$ cat src/rtl/rrur_pkg.sv
// Shared types and constants for the round-robin ultrasonic ranger.
// No dependencies; imported by every rrur module and the top level.
`default_nettype none

package rrur_pkg;

  // Field widths fixed by the interface
  localparam int unsigned ECHO_W    = 3;
  localparam int unsigned PERIOD_W  = 20;
  localparam int unsigned TIMEOUT_W = 16;
  localparam int unsigned SCALE_W   = 16;
  localparam int unsigned DIST_W    = 16;
  localparam int unsigned SENSOR_W  = 2;
  localparam int unsigned WIDTH_W   = TIMEOUT_W + 1;  // echo width up to timeout + 1
  localparam int unsigned CFG_IDX_W = 2;
  localparam int unsigned CFG_DAT_W = PERIOD_W;
  localparam int unsigned MAX_SENSORS = 8;

  // Sensors polled in turn; echo and sensor index fields are sized for this count
  localparam int unsigned NUM_SENSORS = 3;

  // Configuration register indexes
  typedef enum logic [CFG_IDX_W-1:0] {
    REG_PERIOD    = 2'd0,
    REG_TIMEOUT   = 2'd1,
    REG_SCALE     = 2'd2,
    REG_THRESHOLD = 2'd3
  } cfg_reg_t;

  // Configuration register file contents
  typedef struct packed {
    logic [PERIOD_W-1:0]  period;
    logic [TIMEOUT_W-1:0] timeout;
    logic [SCALE_W-1:0]   scale;
    logic [DIST_W-1:0]    threshold;
  } cfg_t;

  // Outcome of one tick from the sequencer
  typedef struct packed {
    logic               trig;
    logic               done;
    logic               valid;
    logic [WIDTH_W-1:0] width;
  } reading_t;

endpackage

`default_nettype wire

$ cat src/rtl/rrur_cfg.sv
// Configuration register file of the ultrasonic ranger.
// Depends on rrur_pkg for the register index codes and the cfg_t struct.
`default_nettype none

module rrur_cfg (
  input  wire logic                            clk,
  input  wire logic                            rst_n,
  input  wire logic                            cfg_valid,
  output logic                                 cfg_ready,
  input  wire logic [rrur_pkg::CFG_IDX_W-1:0]  cfg_index,
  input  wire logic [rrur_pkg::CFG_DAT_W-1:0]  cfg_wdata,
  output rrur_pkg::cfg_t                       cfg
);
  import rrur_pkg::*;

  cfg_t cfg_r;

  // Writes are always taken
  assign cfg_ready = 1'b1;
  assign cfg       = cfg_r;

  // Register writes
  always_ff @(posedge clk) begin
    if (!rst_n) begin
      cfg_r.period    <= PERIOD_W'(60000);
      cfg_r.timeout   <= TIMEOUT_W'(30000);
      cfg_r.scale     <= SCALE_W'(11239);
      cfg_r.threshold <= DIST_W'(300);
    end else if (cfg_valid && cfg_ready) begin
      unique case (cfg_reg_t'(cfg_index))
        REG_PERIOD:    cfg_r.period    <= cfg_wdata;
        REG_TIMEOUT:   cfg_r.timeout   <= cfg_wdata[TIMEOUT_W-1:0];
        REG_SCALE:     cfg_r.scale     <= cfg_wdata[SCALE_W-1:0];
        REG_THRESHOLD: cfg_r.threshold <= cfg_wdata[DIST_W-1:0];
        default: ;
      endcase
    end
  end

endmodule

`default_nettype wire

$ cat src/rtl/rrur_ctrl.sv
// Measurement sequencer: period wait, trigger pulse, echo rise wait and
// echo width count, plus the round-robin sensor pointer. Uses rrur_pkg.
`default_nettype none

module rrur_ctrl #(
  parameter int unsigned TRIG_HIGH_TICKS = 10,
  parameter int unsigned TRIG_LOW_TICKS  = 2,
  parameter int unsigned SIDX_W          = 2
) (
  input  wire logic                          clk,
  input  wire logic                          rst_n,
  input  wire logic                          tick,
  input  wire logic [rrur_pkg::ECHO_W-1:0]   echo_levels,
  input  rrur_pkg::cfg_t                     cfg,
  output rrur_pkg::reading_t                 rd,
  output logic [SIDX_W-1:0]                  sensor
);
  import rrur_pkg::*;

  typedef enum logic [2:0] {
    PH_WAIT      = 3'd0,
    PH_TRIG_LOW  = 3'd1,
    PH_TRIG_HIGH = 3'd2,
    PH_WAIT_RISE = 3'd3,
    PH_MEASURE   = 3'd4
  } phase_t;

  phase_t              phase_r, phase_nxt;
  logic [PERIOD_W-1:0] cnt_r, cnt_nxt;
  logic [SIDX_W-1:0]   sidx_r, sidx_nxt;
  logic [PERIOD_W-1:0] cnt_inc;
  logic [MAX_SENSORS-1:0] echo_ext;
  logic                echo;
  logic                finish;

  assign cnt_inc  = cnt_r + PERIOD_W'(1);
  assign echo_ext = {{(MAX_SENSORS-ECHO_W){1'b0}}, echo_levels};
  assign echo     = echo_ext[3'(sidx_r)];
  assign sensor   = sidx_r;

  // Next state for one tick
  always_comb begin
    phase_nxt = phase_r;
    cnt_nxt   = cnt_r;
    sidx_nxt  = sidx_r;
    finish    = 1'b0;
    rd        = '0;
    unique case (phase_r)
      PH_WAIT: begin
        cnt_nxt = cnt_inc;
        if (cnt_inc >= cfg.period || cnt_inc == '0) begin
          phase_nxt = PH_TRIG_LOW;
          cnt_nxt   = '0;
        end
      end
      PH_TRIG_LOW: begin
        cnt_nxt = cnt_inc;
        if (cnt_inc >= PERIOD_W'(TRIG_LOW_TICKS)) begin
          phase_nxt = PH_TRIG_HIGH;
          cnt_nxt   = '0;
        end
      end
      PH_TRIG_HIGH: begin
        rd.trig = 1'b1;
        cnt_nxt = cnt_inc;
        if (cnt_inc >= PERIOD_W'(TRIG_HIGH_TICKS)) begin
          phase_nxt = PH_WAIT_RISE;
          cnt_nxt   = '0;
        end
      end
      PH_WAIT_RISE: begin
        if (echo) begin
          phase_nxt = PH_MEASURE;
          cnt_nxt   = '0;
        end else if (cnt_r > PERIOD_W'(cfg.timeout)) begin
          finish = 1'b1;
        end else begin
          cnt_nxt = cnt_inc;
        end
      end
      PH_MEASURE: begin
        if (echo) begin
          cnt_nxt = cnt_inc;
          if (cnt_inc > PERIOD_W'(cfg.timeout)) finish = 1'b1;
        end else begin
          // count never passes timeout here, so it fits the width field
          rd.width = WIDTH_W'(cnt_r) + WIDTH_W'(1);
          rd.valid = 1'b1;
          finish   = 1'b1;
        end
      end
      default: begin
        phase_nxt = PH_WAIT;
        cnt_nxt   = '0;
      end
    endcase

    // Close the reading and step to the next sensor
    if (finish) begin
      rd.done   = 1'b1;
      phase_nxt = PH_WAIT;
      cnt_nxt   = '0;
      sidx_nxt  = (sidx_r == SIDX_W'(NUM_SENSORS - 1)) ? '0 : sidx_r + SIDX_W'(1);
    end
  end

  always_ff @(posedge clk) begin
    if (!rst_n) begin
      phase_r <= PH_WAIT;
      cnt_r   <= '0;
      sidx_r  <= '0;
    end else if (tick) begin
      phase_r <= phase_nxt;
      cnt_r   <= cnt_nxt;
      sidx_r  <= sidx_nxt;
    end
  end

endmodule

`default_nettype wire

$ cat src/rtl/rrur_store.sv
// Distance scaling, per-sensor reading store and obstacle detection.
// Depends on rrur_pkg for cfg_t and reading_t.
`default_nettype none

module rrur_store #(
  parameter int unsigned SIDX_W      = 2
) (
  input  wire logic                         clk,
  input  wire logic                         rst_n,
  input  wire logic                         tick,
  input  rrur_pkg::cfg_t                    cfg,
  input  rrur_pkg::reading_t                rd,
  input  wire logic [SIDX_W-1:0]            sensor,
  output logic [rrur_pkg::DIST_W-1:0]       dist_mm,
  output logic                              obstacle
);
  import rrur_pkg::*;

  localparam int unsigned PROD_W = WIDTH_W + SCALE_W;

  logic [DIST_W-1:0] dist_r    [NUM_SENSORS];
  logic              valid_r   [NUM_SENSORS];
  logic [DIST_W-1:0] dist_nxt  [NUM_SENSORS];
  logic              valid_nxt [NUM_SENSORS];
  logic [PROD_W-1:0] prod;

  // Width times Q0.16 scale; zero width when the reading timed out
  assign prod    = PROD_W'(rd.width) * PROD_W'(cfg.scale);
  assign dist_mm = prod[SCALE_W +: DIST_W];

  // Store update and obstacle check on the updated contents
  always_comb begin
    obstacle = 1'b0;
    for (int i = 0; i < NUM_SENSORS; i++) begin
      dist_nxt[i]  = dist_r[i];
      valid_nxt[i] = valid_r[i];
      if (rd.done && sensor == SIDX_W'(i)) begin
        dist_nxt[i]  = dist_mm;
        valid_nxt[i] = rd.valid;
      end
      if (valid_nxt[i] && dist_nxt[i] <= cfg.threshold) obstacle = 1'b1;
    end
  end

  always_ff @(posedge clk) begin
    if (!rst_n) begin
      for (int i = 0; i < NUM_SENSORS; i++) begin
        dist_r[i]  <= '0;
        valid_r[i] <= 1'b0;
      end
    end else if (tick) begin
      for (int i = 0; i < NUM_SENSORS; i++) begin
        dist_r[i]  <= dist_nxt[i];
        valid_r[i] <= valid_nxt[i];
      end
    end
  end

endmodule

`default_nettype wire

$ cat src/rtl/round_robin_ultrasonic_ranger.sv
// Top level of the round-robin ultrasonic ranger: config registers,
// sequencer, reading store and the result register. Uses rrur_pkg.
`default_nettype none

// Each input transfer is one microsecond tick carrying the echo levels of all
// sensors; each tick gives exactly one result transfer from a result
// register. A tick is taken every clock cycle unless the input stalls: all
// per-tick work (sequencer step, one 17x16 distance multiply, store update and
// threshold compare) sits between the state registers and the result register.
// Input stalls only while a result is held by a stalled output. A measurement
// waits period_ticks ticks, drives trigger low for TRIG_LOW_TICKS and high for
// TRIG_HIGH_TICKS, waits for the current sensor's echo and counts its width;
// distance_mm = (width * half_speed_scale) >> 16, 0 with valid low on timeout.
// Config writes are always ready and are registered in the config block.
module round_robin_ultrasonic_ranger #(
  parameter int unsigned TRIG_HIGH_TICKS = 10,
  parameter int unsigned TRIG_LOW_TICKS  = 2
) (
  input  wire logic                            clk,
  input  wire logic                            rst_n,
  // Tick input
  input  wire logic                            in_valid,
  output logic                                 in_stall,
  input  wire logic [rrur_pkg::ECHO_W-1:0]     in_echo_levels,
  // Result output
  output logic                                 out_valid,
  input  wire logic                            out_stall,
  output logic                                 out_trigger_out,
  output logic                                 out_obstacle,
  output logic                                 out_reading_done,
  output logic [rrur_pkg::SENSOR_W-1:0]        out_reading_sensor,
  output logic [rrur_pkg::DIST_W-1:0]          out_reading_distance_mm,
  output logic                                 out_reading_valid,
  // Config writes
  input  wire logic                            cfg_valid,
  output logic                                 cfg_ready,
  input  wire logic [rrur_pkg::CFG_IDX_W-1:0]  cfg_index,
  input  wire logic [rrur_pkg::CFG_DAT_W-1:0]  cfg_wdata
);
  import rrur_pkg::*;

  localparam int unsigned SIDX_W = SENSOR_W;

  cfg_t              cfg;
  reading_t          rd;
  logic [SIDX_W-1:0] sensor;
  logic [DIST_W-1:0] dist_mm;
  logic              obstacle;
  logic              tick;

  logic                out_valid_r, out_valid_nxt;
  logic                trig_r, obst_r, done_r, rvalid_r;
  logic [SENSOR_W-1:0] sensor_r;
  logic [DIST_W-1:0]   dist_r;

  // Hold input while the result register cannot drain
  assign in_stall = out_valid_r && out_stall;
  assign tick     = in_valid && !in_stall;

  rrur_cfg u_cfg (
    .clk       (clk),
    .rst_n     (rst_n),
    .cfg_valid (cfg_valid),
    .cfg_ready (cfg_ready),
    .cfg_index (cfg_index),
    .cfg_wdata (cfg_wdata),
    .cfg       (cfg)
  );

  rrur_ctrl #(
    .TRIG_HIGH_TICKS (TRIG_HIGH_TICKS),
    .TRIG_LOW_TICKS  (TRIG_LOW_TICKS),
    .SIDX_W          (SIDX_W)
  ) u_ctrl (
    .clk         (clk),
    .rst_n       (rst_n),
    .tick        (tick),
    .echo_levels (in_echo_levels),
    .cfg         (cfg),
    .rd          (rd),
    .sensor      (sensor)
  );

  rrur_store #(
    .SIDX_W      (SIDX_W)
  ) u_store (
    .clk      (clk),
    .rst_n    (rst_n),
    .tick     (tick),
    .cfg      (cfg),
    .rd       (rd),
    .sensor   (sensor),
    .dist_mm  (dist_mm),
    .obstacle (obstacle)
  );

  // Result register
  assign out_valid_nxt = tick || (out_valid_r && out_stall);

  always_ff @(posedge clk) begin
    if (!rst_n) begin
      out_valid_r <= 1'b0;
    end else begin
      out_valid_r <= out_valid_nxt;
    end
  end

  always_ff @(posedge clk) begin
    if (tick) begin
      trig_r   <= rd.trig;
      obst_r   <= obstacle;
      done_r   <= rd.done;
      rvalid_r <= rd.valid;
      sensor_r <= rd.done ? SENSOR_W'(sensor) : '0;
      dist_r   <= dist_mm;
    end
  end

  assign out_valid               = out_valid_r;
  assign out_trigger_out         = trig_r;
  assign out_obstacle            = obst_r;
  assign out_reading_done        = done_r;
  assign out_reading_sensor      = sensor_r;
  assign out_reading_distance_mm = dist_r;
  assign out_reading_valid       = rvalid_r;

endmodule

`default_nettype wire
$ cat config.mk
export PLATFORM = sky130hd
export DESIGN_NAME = round_robin_ultrasonic_ranger
export DESIGN_NICKNAME = d
export VERILOG_FILES = /design/src/rtl/rrur_pkg.sv /design/src/rtl/rrur_cfg.sv /design/src/rtl/rrur_ctrl.sv /design/src/rtl/rrur_store.sv /design/src/rtl/round_robin_ultrasonic_ranger.sv
export SDC_FILE = /design/constraint.sdc
export NUM_CORES = 1
export LEC_CHECK = 0
export BUFFER_PORTS_ARGS = -buffer_cell sky130_fd_sc_hd__buf_4
export CAP_MARGIN = 15
export CORE_UTILIZATION = 45
export DETAILED_ROUTE_END_ITERATION = 8
export MAX_ROUTING_LAYER = met4
export PLACE_DENSITY = 0.65
export SETUP_SLACK_MARGIN = 0.2
export SKIP_LAST_GASP = 1
export SLEW_MARGIN = 0
export SYNTH_ARGS = -nofsm -noshare
export SYNTH_HDL_FRONTEND = slang
export SYNTH_SLANG_ARGS = --single-unit
$ cat constraint.sdc
create_clock -name clk -period 14 [get_ports clk]
set_clock_uncertainty 0.1 [all_clocks]
set_input_delay 2.8 -clock clk [delete_from_list [all_inputs] [get_ports clk]]
set_output_delay 2.8 -clock clk [all_outputs]
set_load 0.02 [all_outputs]
==> key figures <==
Place
  • HPWL Detailed: 39420 um
  • Placer Congestion: 1.026
  • Port Buf Inserts: 53

Clock network
  • Clock transition at path regs: 0.06 ns
  • CTS root buf: clkbuf_16
  • Clock Sinks: between 150 and 200
  • Post-CTS Hold Buffers: 0
  • H-tree Lvls: 4
  • Clock Latency Late Sink: 0.45 ns
  • CTS Buffer Depth: 2
  • Post-CTS setup buffers: 0
  • CTS buffer count: 17
  • CTS tree: built
  • Post-CTS Resized: 0

Routing
  • Drt first pass iters: 7
  • Post-route ant nets: 0
  • Via density: 5.563
  • Via Count: 14700
  • Post-route DRC: 0
  • Routed len/inst: between 15 and 20 um
  • Iter 0 DRT Violations: about 1200
  • WL final: 51250 um

Die
  • FP Rows: 74
  • Initial Util: 45.62%
  • I/O Pins: 55
  • Core Box Area: 0.04083 sq mm
  • Die Area: 0.04221 sq mm
  • Die Span Y: 205.5 um
  • Die width: a little over 200 um

Setup path
  • CP startpoint: in_echo_levels[1]
  • Crit-path most repeated cell: fa_1
  • CP Class: in -> reg
  • Setup crit end: out_obstacle$_SDFFCE_PP1P_
  • CP max stage delay: 1.01 ns
  • Crit Reg-Reg Endpoint: out_obstacle$_SDFFCE_PP1P_
  • WP data required: 14.08 ns
  • Worst Setup End Kind: register
  • R2R depth: 30
  • Worst EP arrival: 12.48 ns
  • CP Max Fanout: 18
  • CP Launch Type: primary input
  • R2r setup slk: a little over 3 ns
  • Critical path's slowest cell: nor2_1
  • R2R Path Start: u_ctrl.cnt_r[4]$_SDFFE_PN0P_

Synthesis
  • Yosys reg bits: between 150 and 200
  • Top area cells in the synthesized netlist: fa_1 22%, ha_1 14%, edfxtp_1 12%, dfxtp_1 10%, nand2_1 7.3%
  • Area leader, netlist: fa_1
  • Post-Synthesis Cells: 2098
  • Synthesized area: 0.01863 sq mm
  • Synth top area share: 22.14%
  • Synth cell types: between 80 and 90
  • Ys async rst share: 0%
  • Top_reg_cell synth: dfxtp_1
  • Sequential area share after synthesis: 21.87%
  • Syn Area/Cell: between 8 and 9 sq um
  • Ys Warns: 0
  • EDFF count, synth: 73
  • Syn Nets: 2535

STA
  • Final min period: approximately 12 ns
  • Final Hold Viols: 0
  • Fmax: around 81 MHz
  • Fin crit share: 88.61%
  • Worst-Margin Slew: 1.101 ns
  • Setup Viol. Count Final: 0
  • Final Max Tran Viols: 0
  • Worst Hold Margin: 0.3560 ns
  • RSZ-0062 raised after global routing: false
  • Rel. slew slack: between 20% and 30%
  • Final TNS setup: 0 ns

Layout
  • Nets: 2534
  • Fillers: 3846
  • Fraction of layout cells with a size suffix above 1: 8.057%
  • Number of inserted diodes: 0
  • Util after Layout: 49.29%
  • Layout area overhead: 8.047%

Global route
  • Total grt overflow: 0
  • GR Util All Layers: roughly a quarter
  • Largest net degree at the start of global routing: 57
  • Initial antenna violation count: 1
  • First-pass GRT wire length: 82900 um
  • Vias in the first global route: 15260

Job
  • Max cap viols: 0

Min path
  • Worst hold path class: reg -> reg

Power
  • Worst VDD drop: ~0.09 mV
  • Power density over cell area: 59.67 mW/mm^2
  • Final Power: 1.201 mW
  • Leakage power: around 9.5 nW

Run status
  • Outcome: completed
==> Yosys cell counts, drive strengths merged, types with 25 or more instances <==
cell type,n
ha,201
a21oi,93
clkbuf,73
dfxtp,94
edfxtp,73
nand2,361
and2,137
inv,330
mux2,40
nor2,62
nand4,25
buf,25
o21ai,42
nand3,39
fa,206
o211ai,26
and3,27
==> worst min-delay path by stage <==
stage / startpoint / end / slack, ns / cells after the start
after global routing: u_cfg.cfg[41]$_SDFFE_PN0P_ / u_cfg.cfg[41]$_SDFFE_PN0P_ / 0.37 / 2
after floorplan: u_cfg.cfg[10]$_SDFFE_PN0P_ / u_cfg.cfg[10]$_SDFFE_PN0P_ / 0.34 / 2
after detailed placement: u_cfg.cfg[67]$_SDFFE_PN0P_ / u_cfg.cfg[67]$_SDFFE_PN0P_ / 0.35 / 2
after global placement: u_cfg.cfg[43]$_SDFFE_PN0P_ / u_cfg.cfg[43]$_SDFFE_PN0P_ / 0.34 / 2
after CTS: u_cfg.cfg[67]$_SDFFE_PN0P_ / u_cfg.cfg[67]$_SDFFE_PN0P_ / 0.35 / 2
final: u_cfg.cfg[15]$_SDFFE_PN0P_ / u_cfg.cfg[15]$_SDFFE_PN0P_ / 0.36 / 2
==> routing by layer <==
metal | vias to the layer above | GRT usage (%) | routed length (um)
met5 | - | - | 0
met1 | 7253 | 35.14 | 22860
met4 | 0 | 9.153 | 1443
met2 | 486 | 41.88 | 24100
met3 | 88 | 2.692 | 2858
li1 | 6870 | - | -
==> cells in the final DEF, fill, tap and decap left out, types with 25 or more instances in the layout <==
cell	count
edfxtp_1	73
nand2_1	361
inv_1	328
mux2_2	35
nor2_1	61
nand3_1	38
and2_1	137
buf_4	77
ha_1	201
o211ai_1	25
a21oi_1	92
and3_1	27
dfxtp_1	94
fa_1	206
o21ai_0	33
==> critical path, delay by kind of cell <==
| kind | cells | cell delay (ns) |
|---|---|---|
| muxes | 2 | 0.77 |
| xor gates and xnor gates | 1 | 0.41 |
| AOI/OAI and AO/OA | 10 | 2.74 |
| and+or+nand+nor | 4 | 1.60 |
| buffers and inverters | 5 | 0.43 |
| adders and majority gates | 8 | 3.71 |
==> through the flow <==
stage | setup slack [ns] | cell area, sq um | cells
final | 1.594 | 20130 | 2642
after global routing | 0.9786 | 20130 | 2642
after CTS | 1.701 | 20090 | 2640
after detailed placement | 1.234 | 19440 | 2608
after floorplan | 3.067 | 18630 | 2098
after global placement | 1.548 | 19440 | 2608
==> logic make-up after synthesis <==
group	Yosys count	share of synthesized area, %
and+or+nand+nor	728	18.95
buffers and inverters	428	8.947
adders and majority gates	407	35.64
AOI/OAI and AO/OA	285	10.13
DFF	167	21.87
muxes	48	2.848
xor gates and xnor gates	34	1.599
other	1	0.02013
==> final cells by class <==
class | count | area [sq um] | share of cell area [%]
sequential | 167 | 4074 | 20.24
clock buffer | 24 | 544.3 | 2.704
inverter | 330 | 1239 | 6.154
multi-input combinational | 1503 | 12890 | 64.07
timing repair buffer | 78 | 605.6 | 3.009
tap | 532 | 665.6 | 3.307
clock inverter | 8 | 103.9 | 0.5160
==> registers in the layout, summed over array words and instances, names as in the netlist <==
name	flops
u_store.valid_r	3
out_reading_distance_mm	16
out_trigger_out	1
out_reading_valid	1
u_store.dist_r	48
u_ctrl.cnt_r	20
out_valid	1
out_reading_sensor	2
u_ctrl.phase_r	3
u_cfg.cfg	68
out_obstacle	1
out_reading_done	1
u_ctrl.sensor	2
==> report_power, final <==
group          leakage, nW  internal, mW  switching [mW]
sequential            1.55         0.531          0.0224
combinational         7.64        0.0520          0.0824
clock                0.316         0.309           0.204
total                 9.50         0.892           0.309
Power figures use the tool's default switching activity.
